[src/rtl/cbg_pkg.sv]
package cbg_pkg;

    // Sizes of the pixel stream and of the geometry.
    localparam int COMPONENT_BITS = 8;
    localparam int FRACTION_BITS  = 4;
    localparam int COORD_BITS     = 16;

    localparam int WORD_BITS      = 64;
    localparam int HALF_BITS      = 32;
    localparam int CENTER_BITS    = 32;
    localparam int SIZE_BITS      = 16;
    localparam int REGION_BITS    = 3;
    localparam int CFG_INDEX_BITS = 3;
    localparam int COMPONENTS     = 4;

    // Offsets from the center and the divider that takes them apart.
    localparam int SCALED_BITS = COORD_BITS + FRACTION_BITS;
    localparam int DIFF_BITS   = ((SCALED_BITS > CENTER_BITS) ? SCALED_BITS : CENTER_BITS) + 1;
    localparam int MAG_BITS    = DIFF_BITS - 1;
    localparam int DIV_STAGES  = (MAG_BITS + 1) / 2;
    localparam int DIV_BITS    = 2 * DIV_STAGES;

    // A box size below one pixel is raised to one pixel.
    localparam logic [SIZE_BITS-1:0] SIZE_ONE = SIZE_BITS'(1) << FRACTION_BITS;

    // Register values after reset.
    localparam logic [WORD_BITS-1:0] RST_COLORS_ZERO_ONE    = 64'h0;
    localparam logic [WORD_BITS-1:0] RST_COLORS_TWO_THREE   = 64'h0;
    localparam logic [WORD_BITS-1:0] RST_LINE_COLORS        = 64'h0;
    localparam logic [HALF_BITS-1:0] RST_BOX_SIZE           = 32'h0400_0400;
    localparam logic [WORD_BITS-1:0] RST_PATTERN_CENTER     = 64'h0;
    localparam logic [WORD_BITS-1:0] RST_GRID_LINE_BOUNDS   = 64'h0000_0004_0000_0004;
    localparam logic [WORD_BITS-1:0] RST_CENTER_LINE_BOUNDS = 64'h0004_000C_0004_000C;

    typedef enum logic [CFG_INDEX_BITS-1:0] {
        CFG_COLORS_ZERO_ONE    = 3'd0,
        CFG_COLORS_TWO_THREE   = 3'd1,
        CFG_LINE_COLORS        = 3'd2,
        CFG_BOX_SIZE           = 3'd3,
        CFG_PATTERN_CENTER     = 3'd4,
        CFG_GRID_LINE_BOUNDS   = 3'd5,
        CFG_CENTER_LINE_BOUNDS = 3'd6
    } cbg_cfg_index_t;

    typedef enum logic [REGION_BITS-1:0] {
        REGION_BOX0   = 3'd0,
        REGION_BOX1   = 3'd1,
        REGION_BOX2   = 3'd2,
        REGION_BOX3   = 3'd3,
        REGION_GRID   = 3'd4,
        REGION_CENTER = 3'd5
    } cbg_region_t;

    // Pattern geometry, decoded from the registers.
    typedef struct packed {
        logic signed [CENTER_BITS-1:0] center_x;
        logic signed [CENTER_BITS-1:0] center_y;
        logic [SIZE_BITS-1:0]          size_x;
        logic [SIZE_BITS-1:0]          size_y;
        logic [SIZE_BITS-1:0]          grid_below_x;
        logic [SIZE_BITS-1:0]          grid_above_x;
        logic [SIZE_BITS-1:0]          grid_below_y;
        logic [SIZE_BITS-1:0]          grid_above_y;
        logic [SIZE_BITS-1:0]          ctr_below_x;
        logic [SIZE_BITS-1:0]          ctr_above_x;
        logic [SIZE_BITS-1:0]          ctr_below_y;
        logic [SIZE_BITS-1:0]          ctr_above_y;
    } cbg_geom_t;

    typedef struct packed {
        logic [WORD_BITS-1:0] box01;
        logic [WORD_BITS-1:0] box23;
        logic [WORD_BITS-1:0] lines;
    } cbg_colors_t;

    // One axis on its way through the divider.
    typedef struct packed {
        logic [DIV_BITS-1:0]  mag;
        logic [SIZE_BITS-1:0] rem;
        logic                 par;
        logic                 neg;
        logic                 ctr;
    } cbg_lane_t;

    typedef struct packed {
        cbg_lane_t x;
        cbg_lane_t y;
    } cbg_div_t;

    typedef struct packed {
        logic [COMPONENT_BITS-1:0] red;
        logic [COMPONENT_BITS-1:0] green;
        logic [COMPONENT_BITS-1:0] blue;
        logic [COMPONENT_BITS-1:0] alpha;
        logic [REGION_BITS-1:0]    region;
    } cbg_pixel_t;

    // One component of the color in the given half of a register word.
    // A component that starts above the top of the word reads as zero.
    function automatic logic [COMPONENT_BITS-1:0] color_component(
        input logic [WORD_BITS-1:0] word,
        input logic                 half,
        input int                   comp
    );
        int sh;
        sh = HALF_BITS * int'(half) + comp * COMPONENT_BITS;
        if (sh >= WORD_BITS)
        begin
            return '0;
        end
        return COMPONENT_BITS'(word >> sh);
    endfunction

endpackage

[src/rtl/cbg_in_if.sv]
interface cbg_in_if;
    logic                                   valid;
    logic                                   ready;
    logic signed [cbg_pkg::COORD_BITS-1:0] x_coord;
    logic signed [cbg_pkg::COORD_BITS-1:0] y_coord;

    modport source (output valid, output x_coord, output y_coord, input ready);
    modport sink   (input valid, input x_coord, input y_coord, output ready);
endinterface

[src/rtl/cbg_out_if.sv]
interface cbg_out_if;
    logic                                valid;
    logic                                ready;
    logic [cbg_pkg::COMPONENT_BITS-1:0] red;
    logic [cbg_pkg::COMPONENT_BITS-1:0] green;
    logic [cbg_pkg::COMPONENT_BITS-1:0] blue;
    logic [cbg_pkg::COMPONENT_BITS-1:0] alpha;
    logic [cbg_pkg::REGION_BITS-1:0]    region;

    modport source (output valid, output red, output green, output blue, output alpha,
                    output region, input ready);
    modport sink   (input valid, input red, input green, input blue, input alpha,
                    input region, output ready);
endinterface

[src/rtl/cbg_front.sv]
module cbg_front (
    input  logic                                  clk,
    input  logic                                  rst_n,
    input  logic                                  up_valid,
    output logic                                  up_ready,
    input  logic signed [cbg_pkg::COORD_BITS-1:0] x_coord,
    input  logic signed [cbg_pkg::COORD_BITS-1:0] y_coord,
    input  cbg_pkg::cbg_geom_t                    geom,
    output logic                                  dn_valid,
    input  logic                                  dn_ready,
    output cbg_pkg::cbg_div_t                     dn_data
);

    typedef struct packed {
        logic signed [cbg_pkg::DIFF_BITS-1:0] dx;
        logic signed [cbg_pkg::DIFF_BITS-1:0] dy;
    } diff_t;

    logic              s1_vld_reg;
    logic              s2_vld_reg;
    logic              s1_ready;
    logic              s2_ready;
    diff_t             s1_reg;
    diff_t             s1_next;
    cbg_pkg::cbg_div_t s2_reg;
    cbg_pkg::cbg_div_t s2_next;

    // Sign and magnitude of an offset, and whether it lies in the center band.
    function automatic cbg_pkg::cbg_lane_t prep_lane(
        input logic signed [cbg_pkg::DIFF_BITS-1:0] d,
        input logic [cbg_pkg::SIZE_BITS-1:0]        below,
        input logic [cbg_pkg::SIZE_BITS-1:0]        above
    );
        logic signed [cbg_pkg::DIFF_BITS:0]   d_ext;
        logic signed [cbg_pkg::DIFF_BITS:0]   lo;
        logic signed [cbg_pkg::DIFF_BITS:0]   hi;
        logic signed [cbg_pkg::DIFF_BITS-1:0] d_neg;
        logic [cbg_pkg::DIFF_BITS-1:0]        mag_full;
        cbg_pkg::cbg_lane_t                   lane;
        d_ext    = (cbg_pkg::DIFF_BITS + 1)'(d);
        lo       = d_ext + signed'({1'b0, cbg_pkg::DIFF_BITS'(below)});
        hi       = signed'({1'b0, cbg_pkg::DIFF_BITS'(above)});
        d_neg    = -d;
        mag_full = d[cbg_pkg::DIFF_BITS-1] ? unsigned'(d_neg) : unsigned'(d);
        lane.mag = cbg_pkg::DIV_BITS'(mag_full[cbg_pkg::MAG_BITS-1:0]);
        lane.rem = '0;
        lane.par = 1'b0;
        lane.neg = d[cbg_pkg::DIFF_BITS-1];
        lane.ctr = !lo[cbg_pkg::DIFF_BITS] && (d_ext < hi);
        return lane;
    endfunction

    // Ready passes back through every stage combinationally, so that bubbles fill up.
    assign s2_ready = !s2_vld_reg || dn_ready;
    assign s1_ready = !s1_vld_reg || s2_ready;
    assign up_ready = s1_ready;

    // First stage: scale the pixel to fixed point and take the offset from the center.
    always_comb
    begin
        s1_next.dx = ((cbg_pkg::DIFF_BITS'(x_coord)) <<< cbg_pkg::FRACTION_BITS)
                     - cbg_pkg::DIFF_BITS'(geom.center_x);
        s1_next.dy = ((cbg_pkg::DIFF_BITS'(y_coord)) <<< cbg_pkg::FRACTION_BITS)
                     - cbg_pkg::DIFF_BITS'(geom.center_y);
    end

    // Second stage: split into sign and magnitude for the divider and test the center band.
    always_comb
    begin
        s2_next.x = prep_lane(s1_reg.dx, geom.ctr_below_x, geom.ctr_above_x);
        s2_next.y = prep_lane(s1_reg.dy, geom.ctr_below_y, geom.ctr_above_y);
    end

    // Valid bits.
    always_ff @(posedge clk or negedge rst_n)
    begin
        if (!rst_n)
        begin
            s1_vld_reg <= 1'b0;
            s2_vld_reg <= 1'b0;
        end
        else
        begin
            if (s1_ready)
            begin
                s1_vld_reg <= up_valid;
            end
            if (s2_ready)
            begin
                s2_vld_reg <= s1_vld_reg;
            end
        end
    end

    // Payload.
    always_ff @(posedge clk)
    begin
        if (s1_ready && up_valid)
        begin
            s1_reg <= s1_next;
        end
        if (s2_ready && s1_vld_reg)
        begin
            s2_reg <= s2_next;
        end
    end

    assign dn_valid = s2_vld_reg;
    assign dn_data  = s2_reg;

endmodule

[src/rtl/cbg_divider.sv]
module cbg_divider (
    input  logic                          clk,
    input  logic                          rst_n,
    input  logic                          up_valid,
    output logic                          up_ready,
    input  cbg_pkg::cbg_div_t             up_data,
    input  logic [cbg_pkg::SIZE_BITS-1:0] size_x,
    input  logic [cbg_pkg::SIZE_BITS-1:0] size_y,
    output logic                          dn_valid,
    input  logic                          dn_ready,
    output cbg_pkg::cbg_div_t             dn_data
);

    logic [cbg_pkg::DIV_STAGES-1:0] vld_reg;
    logic [cbg_pkg::DIV_STAGES-1:0] vin;
    logic [cbg_pkg::DIV_STAGES:0]   ready;
    cbg_pkg::cbg_div_t              stage_reg [cbg_pkg::DIV_STAGES];
    cbg_pkg::cbg_div_t              stage_in  [cbg_pkg::DIV_STAGES];
    cbg_pkg::cbg_div_t              stage_next[cbg_pkg::DIV_STAGES];

    // Two restoring division steps: shift in two dividend bits, subtract where it fits.
    // The last quotient bit is the parity of the quotient.
    function automatic cbg_pkg::cbg_lane_t div_step(
        input cbg_pkg::cbg_lane_t            lane,
        input logic [cbg_pkg::SIZE_BITS-1:0] s
    );
        logic [cbg_pkg::SIZE_BITS:0] t;
        cbg_pkg::cbg_lane_t          res;
        res = lane;
        for (int b = 0; b < 2; b++)
        begin
            t       = {res.rem, res.mag[cbg_pkg::DIV_BITS-1]};
            res.mag = res.mag << 1;
            if (t >= {1'b0, s})
            begin
                res.rem = cbg_pkg::SIZE_BITS'(t - {1'b0, s});
                res.par = 1'b1;
            end
            else
            begin
                res.rem = t[cbg_pkg::SIZE_BITS-1:0];
                res.par = 1'b0;
            end
        end
        return res;
    endfunction

    assign ready[cbg_pkg::DIV_STAGES] = dn_ready;
    assign up_ready                   = ready[0];

    for (genvar i = 0; i < cbg_pkg::DIV_STAGES; i++)
    begin : g_stage
        // Stage input comes from the port or from the stage before.
        if (i == 0)
        begin : g_first
            assign vin[i]      = up_valid;
            assign stage_in[i] = up_data;
        end
        else
        begin : g_next
            assign vin[i]      = vld_reg[i-1];
            assign stage_in[i] = stage_reg[i-1];
        end

        assign ready[i] = !vld_reg[i] || ready[i+1];

        always_comb
        begin
            stage_next[i].x = div_step(stage_in[i].x, size_x);
            stage_next[i].y = div_step(stage_in[i].y, size_y);
        end

        always_ff @(posedge clk or negedge rst_n)
        begin
            if (!rst_n)
            begin
                vld_reg[i] <= 1'b0;
            end
            else if (ready[i])
            begin
                vld_reg[i] <= vin[i];
            end
        end

        always_ff @(posedge clk)
        begin
            if (ready[i] && vin[i])
            begin
                stage_reg[i] <= stage_next[i];
            end
        end
    end

    assign dn_valid = vld_reg[cbg_pkg::DIV_STAGES-1];
    assign dn_data  = stage_reg[cbg_pkg::DIV_STAGES-1];

endmodule

[src/rtl/cbg_select.sv]
module cbg_select (
    input  logic                 clk,
    input  logic                 rst_n,
    input  logic                 up_valid,
    output logic                 up_ready,
    input  cbg_pkg::cbg_div_t    up_data,
    input  cbg_pkg::cbg_geom_t   geom,
    input  cbg_pkg::cbg_colors_t colors,
    output logic                 dn_valid,
    input  logic                 dn_ready,
    output cbg_pkg::cbg_pixel_t  dn_data
);

    typedef struct packed {
        logic [cbg_pkg::SIZE_BITS-1:0] r;
        logic                          par;
        logic                          ctr;
    } rem_lane_t;

    typedef struct packed {
        rem_lane_t x;
        rem_lane_t y;
    } rem_t;

    typedef struct packed {
        logic signed [cbg_pkg::SIZE_BITS:0] delta;
        logic                               par;
        logic                               ctr;
    } off_lane_t;

    typedef struct packed {
        off_lane_t x;
        off_lane_t y;
    } off_t;

    logic                 p1_vld_reg;
    logic                 p2_vld_reg;
    logic                 p3_vld_reg;
    logic                 p1_ready;
    logic                 p2_ready;
    logic                 p3_ready;
    rem_t                 p1_reg;
    rem_t                 p1_next;
    off_t                 p2_reg;
    off_t                 p2_next;
    cbg_pkg::cbg_pixel_t  p3_reg;
    cbg_pkg::cbg_pixel_t  p3_next;
    logic                 grid_x;
    logic                 grid_y;
    cbg_pkg::cbg_region_t region;
    logic [cbg_pkg::WORD_BITS-1:0] word;
    logic                 half;

    // Turn the magnitude remainder into a floor remainder.
    function automatic rem_lane_t fix_rem(
        input cbg_pkg::cbg_lane_t            lane,
        input logic [cbg_pkg::SIZE_BITS-1:0] s
    );
        rem_lane_t o;
        if (lane.neg && (|lane.rem))
        begin
            o.r   = s - lane.rem;
            o.par = !lane.par;
        end
        else
        begin
            o.r   = lane.rem;
            o.par = lane.par;
        end
        o.ctr = lane.ctr;
        return o;
    endfunction

    // Offset from the nearest grid line: the remainder, or one box less past the half.
    function automatic off_lane_t to_offset(
        input rem_lane_t                     lane,
        input logic [cbg_pkg::SIZE_BITS-1:0] s
    );
        off_lane_t o;
        logic      past_half;
        past_half = {lane.r, 1'b0} >= {1'b0, s};
        o.delta   = past_half ? signed'({1'b0, lane.r} - {1'b0, s}) : signed'({1'b0, lane.r});
        o.par     = lane.par;
        o.ctr     = lane.ctr;
        return o;
    endfunction

    // The band reaches from below the line up to, but not including, above it.
    function automatic logic in_band(
        input logic signed [cbg_pkg::SIZE_BITS:0] delta,
        input logic [cbg_pkg::SIZE_BITS-1:0]      below,
        input logic [cbg_pkg::SIZE_BITS-1:0]      above
    );
        logic signed [cbg_pkg::SIZE_BITS+1:0] d_ext;
        logic signed [cbg_pkg::SIZE_BITS+1:0] lo;
        logic signed [cbg_pkg::SIZE_BITS+1:0] hi;
        d_ext = (cbg_pkg::SIZE_BITS + 2)'(delta);
        lo    = d_ext + signed'({2'b00, below});
        hi    = signed'({2'b00, above});
        return !lo[cbg_pkg::SIZE_BITS+1] && (d_ext < hi);
    endfunction

    assign p3_ready = !p3_vld_reg || dn_ready;
    assign p2_ready = !p2_vld_reg || p3_ready;
    assign p1_ready = !p1_vld_reg || p2_ready;
    assign up_ready = p1_ready;

    // First stage: floor remainder and quotient parity.
    always_comb
    begin
        p1_next.x = fix_rem(up_data.x, geom.size_x);
        p1_next.y = fix_rem(up_data.y, geom.size_y);
    end

    // Second stage: signed offset from the nearest grid line.
    always_comb
    begin
        p2_next.x = to_offset(p1_reg.x, geom.size_x);
        p2_next.y = to_offset(p1_reg.y, geom.size_y);
    end

    // Third stage: band tests in priority order, then the box parity.
    always_comb
    begin
        grid_x = in_band(p2_reg.x.delta, geom.grid_below_x, geom.grid_above_x);
        grid_y = in_band(p2_reg.y.delta, geom.grid_below_y, geom.grid_above_y);
        priority if (p2_reg.y.ctr)
        begin
            region = cbg_pkg::REGION_CENTER;
        end
        else if (grid_y)
        begin
            region = cbg_pkg::REGION_GRID;
        end
        else if (p2_reg.x.ctr)
        begin
            region = cbg_pkg::REGION_CENTER;
        end
        else if (grid_x)
        begin
            region = cbg_pkg::REGION_GRID;
        end
        else if (!p2_reg.y.par)
        begin
            region = p2_reg.x.par ? cbg_pkg::REGION_BOX1 : cbg_pkg::REGION_BOX0;
        end
        else
        begin
            region = p2_reg.x.par ? cbg_pkg::REGION_BOX2 : cbg_pkg::REGION_BOX3;
        end
    end

    // Color word and half for the region.
    always_comb
    begin
        unique case (region)
            cbg_pkg::REGION_BOX0:
            begin
                word = colors.box01;
                half = 1'b0;
            end
            cbg_pkg::REGION_BOX1:
            begin
                word = colors.box01;
                half = 1'b1;
            end
            cbg_pkg::REGION_BOX2:
            begin
                word = colors.box23;
                half = 1'b0;
            end
            cbg_pkg::REGION_BOX3:
            begin
                word = colors.box23;
                half = 1'b1;
            end
            cbg_pkg::REGION_GRID:
            begin
                word = colors.lines;
                half = 1'b0;
            end
            default:
            begin
                word = colors.lines;
                half = 1'b1;
            end
        endcase
    end

    always_comb
    begin
        p3_next.red    = cbg_pkg::color_component(word, half, 0);
        p3_next.green  = cbg_pkg::color_component(word, half, 1);
        p3_next.blue   = cbg_pkg::color_component(word, half, 2);
        p3_next.alpha  = cbg_pkg::color_component(word, half, 3);
        p3_next.region = region;
    end

    // Valid bits.
    always_ff @(posedge clk or negedge rst_n)
    begin
        if (!rst_n)
        begin
            p1_vld_reg <= 1'b0;
            p2_vld_reg <= 1'b0;
            p3_vld_reg <= 1'b0;
        end
        else
        begin
            if (p1_ready)
            begin
                p1_vld_reg <= up_valid;
            end
            if (p2_ready)
            begin
                p2_vld_reg <= p1_vld_reg;
            end
            if (p3_ready)
            begin
                p3_vld_reg <= p2_vld_reg;
            end
        end
    end

    // Payload.
    always_ff @(posedge clk)
    begin
        if (p1_ready && up_valid)
        begin
            p1_reg <= p1_next;
        end
        if (p2_ready && p1_vld_reg)
        begin
            p2_reg <= p2_next;
        end
        if (p3_ready && p2_vld_reg)
        begin
            p3_reg <= p3_next;
        end
    end

    assign dn_valid = p3_vld_reg;
    assign dn_data  = p3_reg;

endmodule

[src/rtl/checkerboard_grid_pattern_generator.sv]
// Pipeline: 2 offset stages, 16 divider stages, 3 selection stages.
// Throughput: one pixel per cycle while the output is not stalled; the divider retires two quotient bits per stage.
// A stalled output holds only the last stage; earlier stages keep taking requests
// until the pipeline is full.
// Reset: all pipeline stages empty and the registers return to their defaults.
module checkerboard_grid_pattern_generator (
    input  logic                               clk,
    input  logic                               rst_n,
    cbg_in_if.sink                             pix_in,
    cbg_out_if.source                          pix_out,
    input  logic                               cfg_we,
    input  logic [cbg_pkg::CFG_INDEX_BITS-1:0] cfg_index,
    input  logic [cbg_pkg::WORD_BITS-1:0]      cfg_data
);

    logic [cbg_pkg::WORD_BITS-1:0] colors_zero_one_reg;
    logic [cbg_pkg::WORD_BITS-1:0] colors_two_three_reg;
    logic [cbg_pkg::WORD_BITS-1:0] line_colors_reg;
    logic [cbg_pkg::HALF_BITS-1:0] box_size_reg;
    logic [cbg_pkg::WORD_BITS-1:0] pattern_center_reg;
    logic [cbg_pkg::WORD_BITS-1:0] grid_line_bounds_reg;
    logic [cbg_pkg::WORD_BITS-1:0] center_line_bounds_reg;

    cbg_pkg::cbg_geom_t   geom;
    cbg_pkg::cbg_colors_t colors;
    logic [cbg_pkg::SIZE_BITS-1:0] raw_w;
    logic [cbg_pkg::SIZE_BITS-1:0] raw_h;

    logic                 fr_valid;
    logic                 fr_ready;
    cbg_pkg::cbg_div_t    fr_data;
    logic                 dv_valid;
    logic                 dv_ready;
    cbg_pkg::cbg_div_t    dv_data;
    cbg_pkg::cbg_pixel_t  pixel;

    // Configuration registers.
    always_ff @(posedge clk or negedge rst_n)
    begin
        if (!rst_n)
        begin
            colors_zero_one_reg    <= cbg_pkg::RST_COLORS_ZERO_ONE;
            colors_two_three_reg   <= cbg_pkg::RST_COLORS_TWO_THREE;
            line_colors_reg        <= cbg_pkg::RST_LINE_COLORS;
            box_size_reg           <= cbg_pkg::RST_BOX_SIZE;
            pattern_center_reg     <= cbg_pkg::RST_PATTERN_CENTER;
            grid_line_bounds_reg   <= cbg_pkg::RST_GRID_LINE_BOUNDS;
            center_line_bounds_reg <= cbg_pkg::RST_CENTER_LINE_BOUNDS;
        end
        else if (cfg_we)
        begin
            unique case (cfg_index)
                cbg_pkg::CFG_COLORS_ZERO_ONE:    colors_zero_one_reg    <= cfg_data;
                cbg_pkg::CFG_COLORS_TWO_THREE:   colors_two_three_reg   <= cfg_data;
                cbg_pkg::CFG_LINE_COLORS:        line_colors_reg        <= cfg_data;
                cbg_pkg::CFG_BOX_SIZE:           box_size_reg           <= cfg_data[cbg_pkg::HALF_BITS-1:0];
                cbg_pkg::CFG_PATTERN_CENTER:     pattern_center_reg     <= cfg_data;
                cbg_pkg::CFG_GRID_LINE_BOUNDS:   grid_line_bounds_reg   <= cfg_data;
                cbg_pkg::CFG_CENTER_LINE_BOUNDS: center_line_bounds_reg <= cfg_data;
                default:
                begin
                end
            endcase
        end
    end

    // Decode the registers into geometry; box sizes below one pixel count as one.
    assign raw_w = box_size_reg[15:0];
    assign raw_h = box_size_reg[31:16];

    always_comb
    begin
        geom.center_x     = signed'(pattern_center_reg[31:0]);
        geom.center_y     = signed'(pattern_center_reg[63:32]);
        geom.size_x       = (raw_w < cbg_pkg::SIZE_ONE) ? cbg_pkg::SIZE_ONE : raw_w;
        geom.size_y       = (raw_h < cbg_pkg::SIZE_ONE) ? cbg_pkg::SIZE_ONE : raw_h;
        geom.grid_below_x = grid_line_bounds_reg[15:0];
        geom.grid_above_x = grid_line_bounds_reg[31:16];
        geom.grid_below_y = grid_line_bounds_reg[47:32];
        geom.grid_above_y = grid_line_bounds_reg[63:48];
        geom.ctr_below_x  = center_line_bounds_reg[15:0];
        geom.ctr_above_x  = center_line_bounds_reg[31:16];
        geom.ctr_below_y  = center_line_bounds_reg[47:32];
        geom.ctr_above_y  = center_line_bounds_reg[63:48];
        colors.box01      = colors_zero_one_reg;
        colors.box23      = colors_two_three_reg;
        colors.lines      = line_colors_reg;
    end

    // Offsets from the center.
    cbg_front u_front (
        .clk      (clk),
        .rst_n    (rst_n),
        .up_valid (pix_in.valid),
        .up_ready (pix_in.ready),
        .x_coord  (pix_in.x_coord),
        .y_coord  (pix_in.y_coord),
        .geom     (geom),
        .dn_valid (fr_valid),
        .dn_ready (fr_ready),
        .dn_data  (fr_data)
    );

    // Floor division by the box size on both axes.
    cbg_divider u_divider (
        .clk      (clk),
        .rst_n    (rst_n),
        .up_valid (fr_valid),
        .up_ready (fr_ready),
        .up_data  (fr_data),
        .size_x   (geom.size_x),
        .size_y   (geom.size_y),
        .dn_valid (dv_valid),
        .dn_ready (dv_ready),
        .dn_data  (dv_data)
    );

    // Band tests, region and color.
    cbg_select u_select (
        .clk      (clk),
        .rst_n    (rst_n),
        .up_valid (dv_valid),
        .up_ready (dv_ready),
        .up_data  (dv_data),
        .geom     (geom),
        .colors   (colors),
        .dn_valid (pix_out.valid),
        .dn_ready (pix_out.ready),
        .dn_data  (pixel)
    );

    assign pix_out.red    = pixel.red;
    assign pix_out.green  = pixel.green;
    assign pix_out.blue   = pixel.blue;
    assign pix_out.alpha  = pixel.alpha;
    assign pix_out.region = pixel.region;

    // The region code never goes past the center line.
    a_region_range: assert property (@(posedge clk) disable iff (!rst_n)
        pix_out.valid |-> (pix_out.region <= cbg_pkg::REGION_BITS'(cbg_pkg::REGION_CENTER)))
        else $error("region code out of range");

    // A grid-line pixel carries the red and alpha components of the grid line color.
    a_grid_color: assert property (@(posedge clk) disable iff (!rst_n)
        pix_out.valid && (pix_out.region == cbg_pkg::REGION_BITS'(cbg_pkg::REGION_GRID)) |->
            (pix_out.red == cbg_pkg::color_component(line_colors_reg, 1'b0, 0)) &&
            (pix_out.alpha == cbg_pkg::color_component(line_colors_reg, 1'b0, 3)))
        else $error("grid line pixel with wrong color");

    // With the output stage empty, the ready chain lets a request in.
    a_ready_chain: assert property (@(posedge clk) disable iff (!rst_n)
        !pix_out.valid |-> pix_in.ready)
        else $error("input stalled with an empty output stage");

    // Nothing comes out right after reset.
    a_reset_empty: assert property (@(posedge clk)
        !$past(rst_n) |-> !pix_out.valid)
        else $error("output valid right after reset");

endmodule
[src/flat_wrapper.sv]
// flat-port wrapper written by rule: the top's interface ports become plain ports
module checkerboard_grid_pattern_generator_flat 
  (clk, rst_n, cfg_we, cfg_index, cfg_data, pix_in_valid, pix_in_x_coord, pix_in_y_coord, pix_in_ready, pix_out_valid, pix_out_red, pix_out_green, pix_out_blue, pix_out_alpha, pix_out_region, pix_out_ready);
  cbg_in_if pix_in_i ();
  cbg_out_if pix_out_i ();
  input  logic clk;
  input  logic rst_n;
  input  logic cfg_we;
  input  logic [cbg_pkg::CFG_INDEX_BITS-1:0] cfg_index;
  input  logic [cbg_pkg::WORD_BITS-1:0] cfg_data;
  input wire logic [$bits(pix_in_i.valid)-1:0] pix_in_valid;
  input wire logic [$bits(pix_in_i.x_coord)-1:0] pix_in_x_coord;
  input wire logic [$bits(pix_in_i.y_coord)-1:0] pix_in_y_coord;
  output wire logic [$bits(pix_in_i.ready)-1:0] pix_in_ready;
  output wire logic [$bits(pix_out_i.valid)-1:0] pix_out_valid;
  output wire logic [$bits(pix_out_i.red)-1:0] pix_out_red;
  output wire logic [$bits(pix_out_i.green)-1:0] pix_out_green;
  output wire logic [$bits(pix_out_i.blue)-1:0] pix_out_blue;
  output wire logic [$bits(pix_out_i.alpha)-1:0] pix_out_alpha;
  output wire logic [$bits(pix_out_i.region)-1:0] pix_out_region;
  input wire logic [$bits(pix_out_i.ready)-1:0] pix_out_ready;
  assign pix_in_i.valid = pix_in_valid;
  assign pix_in_i.x_coord = pix_in_x_coord;
  assign pix_in_i.y_coord = pix_in_y_coord;
  assign pix_in_ready = pix_in_i.ready;
  assign pix_out_valid = pix_out_i.valid;
  assign pix_out_red = pix_out_i.red;
  assign pix_out_green = pix_out_i.green;
  assign pix_out_blue = pix_out_i.blue;
  assign pix_out_alpha = pix_out_i.alpha;
  assign pix_out_region = pix_out_i.region;
  assign pix_out_i.ready = pix_out_ready;
  checkerboard_grid_pattern_generator u_core (.clk(clk), .rst_n(rst_n), .pix_in(pix_in_i), .pix_out(pix_out_i), .cfg_we(cfg_we), .cfg_index(cfg_index), .cfg_data(cfg_data));
endmodule
[config.mk]
export PLATFORM = sky130hd
export DESIGN_NAME = checkerboard_grid_pattern_generator_flat
export DESIGN_NICKNAME = d
export VERILOG_FILES = /design/src/rtl/cbg_pkg.sv /design/src/rtl/cbg_in_if.sv /design/src/rtl/cbg_out_if.sv /design/src/rtl/cbg_front.sv /design/src/rtl/cbg_divider.sv /design/src/rtl/cbg_select.sv /design/src/rtl/checkerboard_grid_pattern_generator.sv /design/src/flat_wrapper.sv
export SDC_FILE = /design/constraint.sdc
export NUM_CORES = 2
export LEC_CHECK = 0
export BUFFER_PORTS_ARGS = -buffer_cell sky130_fd_sc_hd__clkbuf_2
export CAP_MARGIN = 20
export CORE_AREA = 2 2 474 476
export DETAILED_ROUTE_END_ITERATION = 16
export DIE_AREA = 0 0 476 478
export PLACE_DENSITY = 0.73
export SLEW_MARGIN = 20
export SYNTH_ARGS = -nofsm -noshare
export SYNTH_HDL_FRONTEND = slang
export SYNTH_HIERARCHICAL = 1
export SYNTH_SLANG_ARGS = --single-unit
[constraint.sdc]
create_clock -name clk -period 26 [get_ports clk]
set_clock_uncertainty 0.05 [all_clocks]
set_input_delay 0 -clock clk [delete_from_list [all_inputs] [get_ports clk]]
set_output_delay 0 -clock clk [all_outputs]
set_load 0.03 [all_outputs]
==> results by stage <==
Status:
- The flow ran to the end, and the final reports show no timing, DRC or antenna violations.

Clock network:
- The clock latency at the later pin of the worst-skew pair is 0.86 ns.
- The number of hold buffers added after CTS was 129.
- After clock tree synthesis, the clock-pin slew on the worst setup and hold paths is 0.06 ns.
- TritonCTS created around 190 clock buffers.
- Counting every sink on the clock net gives 1738.
- The buffers inserted during post-CTS setup optimization is 0.
- The number of H-tree levels is 4.
- The root buffer cell is clkbuf_16.
- The number of buffers between clock root and the deepest sink is 3.
- TritonCTS built the clock tree.
- The number of gates resized after CTS was 0.

Route:
- In this run the remaining antenna-violating nets after routing total 0.
- After detailed routing, the number of vias per cell comes to 6.25.
- The first-pass iteration count of the detailed router is 6.
- After detailed routing, the average wire length per cell comes to 21.7 um.
- The total wire length is 333000 um.
- After detailed routing, the number of remaining DRC violations is 0.
- Detailed routing inserted a total of roughly 96000 vias.
- After the first detailed-routing iteration, the DRC count stood at 8020.

Global route:
- The initial antenna violation count is 14.
- The aggregate global-route resource usage is 0.288.
- The global-route wire length before repair is 523000 um.
- The pin count of the biggest net entering global routing is 120.
- The via count of the first global-routing pass is 95400.
- The global routing stage identified its most utilized layer as met2.
- The met3 capacity usage during global routing is 0.0384.
- After global routing the overflow that remains totals 0.
- The global-route met2 utilization is 0.467.
- The met1 global-route usage is 0.393.

Finish:
- The register with the most flip-flops in the layout has 1058 of them.
- The library cells used most frequently in the layout, excluding fill and tap cells, are 1301 x edfxtp_1, 1296 x ha_1, 972 x mux2_2.
- The number of standard cells in the layout, taps in and fillers out is 15300.
- The fraction of final layout cells sized beyond drive strength 1 is 0.154.
- The final layout contains about 14000 nets.
- From synthesis to final layout, the design area changed by 10.0%.
- The library cell used most frequently in the layout, excluding fill and tap cells, is edfxtp_1.
- The end-of-flow core utilization is 0.620.
- After filler insertion, the fill cell instance count of the layout stands at 17400.

STA:
- The number of pins exceeding their max-slew limit in the final report was 0.
- Measured against its own limit, the worst slew margin works out to 0.293.
- The slew at the pin closest to its max-slew limit is 1.06 ns.
- Setup repair after global routing left no endpoint under its margin.
- The top achievable clock speed is 118 MHz.
- The count of final setup violators is 0.
- The shortest period the worst path allows is 8.49 ns.
- The final hold violation count came to 0.
- The final clock period utilization by the worst path is 0.327.
- The post-route setup TNS is 0 ns.

Setup path:
- The setup path with the least slack is of type flop to flop.
- The critical path goes through nor4_2 > a31oi_1 > inv_2 > buf_4 > ha_1 > o21ai_0 > a21oi_1 > o2111ai_1 > a21oi_1 > o41ai_2 > a32o_1 > o21ai_0 > ha_1 > nor2b_1 > o31a_1 > nor3_1 > or3_1 > nand4_1 > and3_1 > a2111oi_0 > and2_1 > mux2_2.
- The required time reported for the critical path endpoint is 26.55 ns.
- STA classifies the critical path startpoint as a flop.
- The cell with the biggest individual delay on the critical path is a32o_1.
- In this design, the stage delay of the slowest critical-path cell is 0.82 ns.
- For the worst setup path, the data arrival time is just over 9 ns.
- The maximum fanout along the worst path is 27.
- STA classifies the critical path endpoint as a flop.

Die:
- In this run the vertical extent of the chip is between 400 and 500 um.
- The core region is 223000 um2.
- The initial utilization of the core area, before any placement, comes to 0.564.
- The I/O pin count is 141.
- The floorplan step defined a die boundary enclosing roughly 230000 um2.
- The floorplan has around 170 rows.
- In this run the horizontal extent of the chip is 476 um.

Synth:
- Synthesis produced ~12000 cells.
- After synthesis, the mean cell area works out to between 10 and 15 um2.
- The count of yosys warnings during synthesis is 6.
- The mapped cell area is 126000 um2.

Hold path:
- The tightest min-delay check is of the input pin to flop type.

Placement:
- The final weighted congestion of routability-driven global placement is approximately 0.94.
- The number of buffers added on ports is 140.
- Detailed placement ended at an HPWL of around 240000 um.
- The count of placed standard cells including taps is between 10000 and 15000.

Flow run:
- Across the run, the number of max-cap violations was 0.
critical path, delay by kind of cell, from the launching register on:
kind                       cells  cell delay (ns)
AOI/OAI and AO/OA             10             3.28
adders and majority gates      2             0.73
and+or+nand+nor                7             2.28
buffers and inverters          2             1.00
DFF                            1             0.44
muxes                          1             0.42
worst paths after layout:
| path | cells past startpoint | slack (ns) | start | to |
|---|---|---|---|---|
| worst max register to register | 22 | 17.51 | u_core/box_size_reg[25] | u_core/u_divider/stage_reg[1][297] |
| min in group asynchronous | 4 | 0.33 | rst_n | u_core/pattern_center_reg[31] |
| worst min-delay path | 3 | 0.11 | cfg_data[51] | u_core/pattern_center_reg[51] |
| worst min register to register | 0 | 0.35 | u_core/u_divider/stage_reg[0][193] | u_core/u_divider/stage_reg[0][287] |
| max in group asynchronous | 5 | 23.93 | rst_n | u_core/u_select/p2_vld_reg |
| worst max-delay path | 22 | 17.51 | u_core/box_size_reg[25] | u_core/u_divider/stage_reg[1][297] |
layer usage:
layer | routed length (um) | vias to the layer above
li1 | - | 45000
met1 | 146000 | 46700
met2 | 154000 | 3200
met3 | 20500 | 719
met4 | 11800 | 6
met5 | 37 | -
layout make-up:
type                            instances  area (um2)  area share
Antenna cell                           10        25.0    0.000181
Clock buffer                          249        5280      0.0381
Clock inverter                        115        1600      0.0116
Inverter                              625        2350      0.0170
Multi-Input combinational cell       9159       72300       0.522
Sequential cell                      1738       50000       0.361
Tap cell                             2992        3740      0.0270
Timing Repair Buffer                  407        3110      0.0225
per-stage QoR:
step	area [um2]	worst slack [ns]	hold slack, ns
after floorplan	126000	17.36	-0.346
after global placement	130000	17.41	0.0733
after detailed placement	130000	17.15	0.0939
after CTS	138000	17.15	0.0171
after global routing	138000	16.87	0.0762
final	138000	17.51	0.110
Power is not shown: default switching activity piles up to over one toggle a cycle in this logic, so the estimate is an artifact.
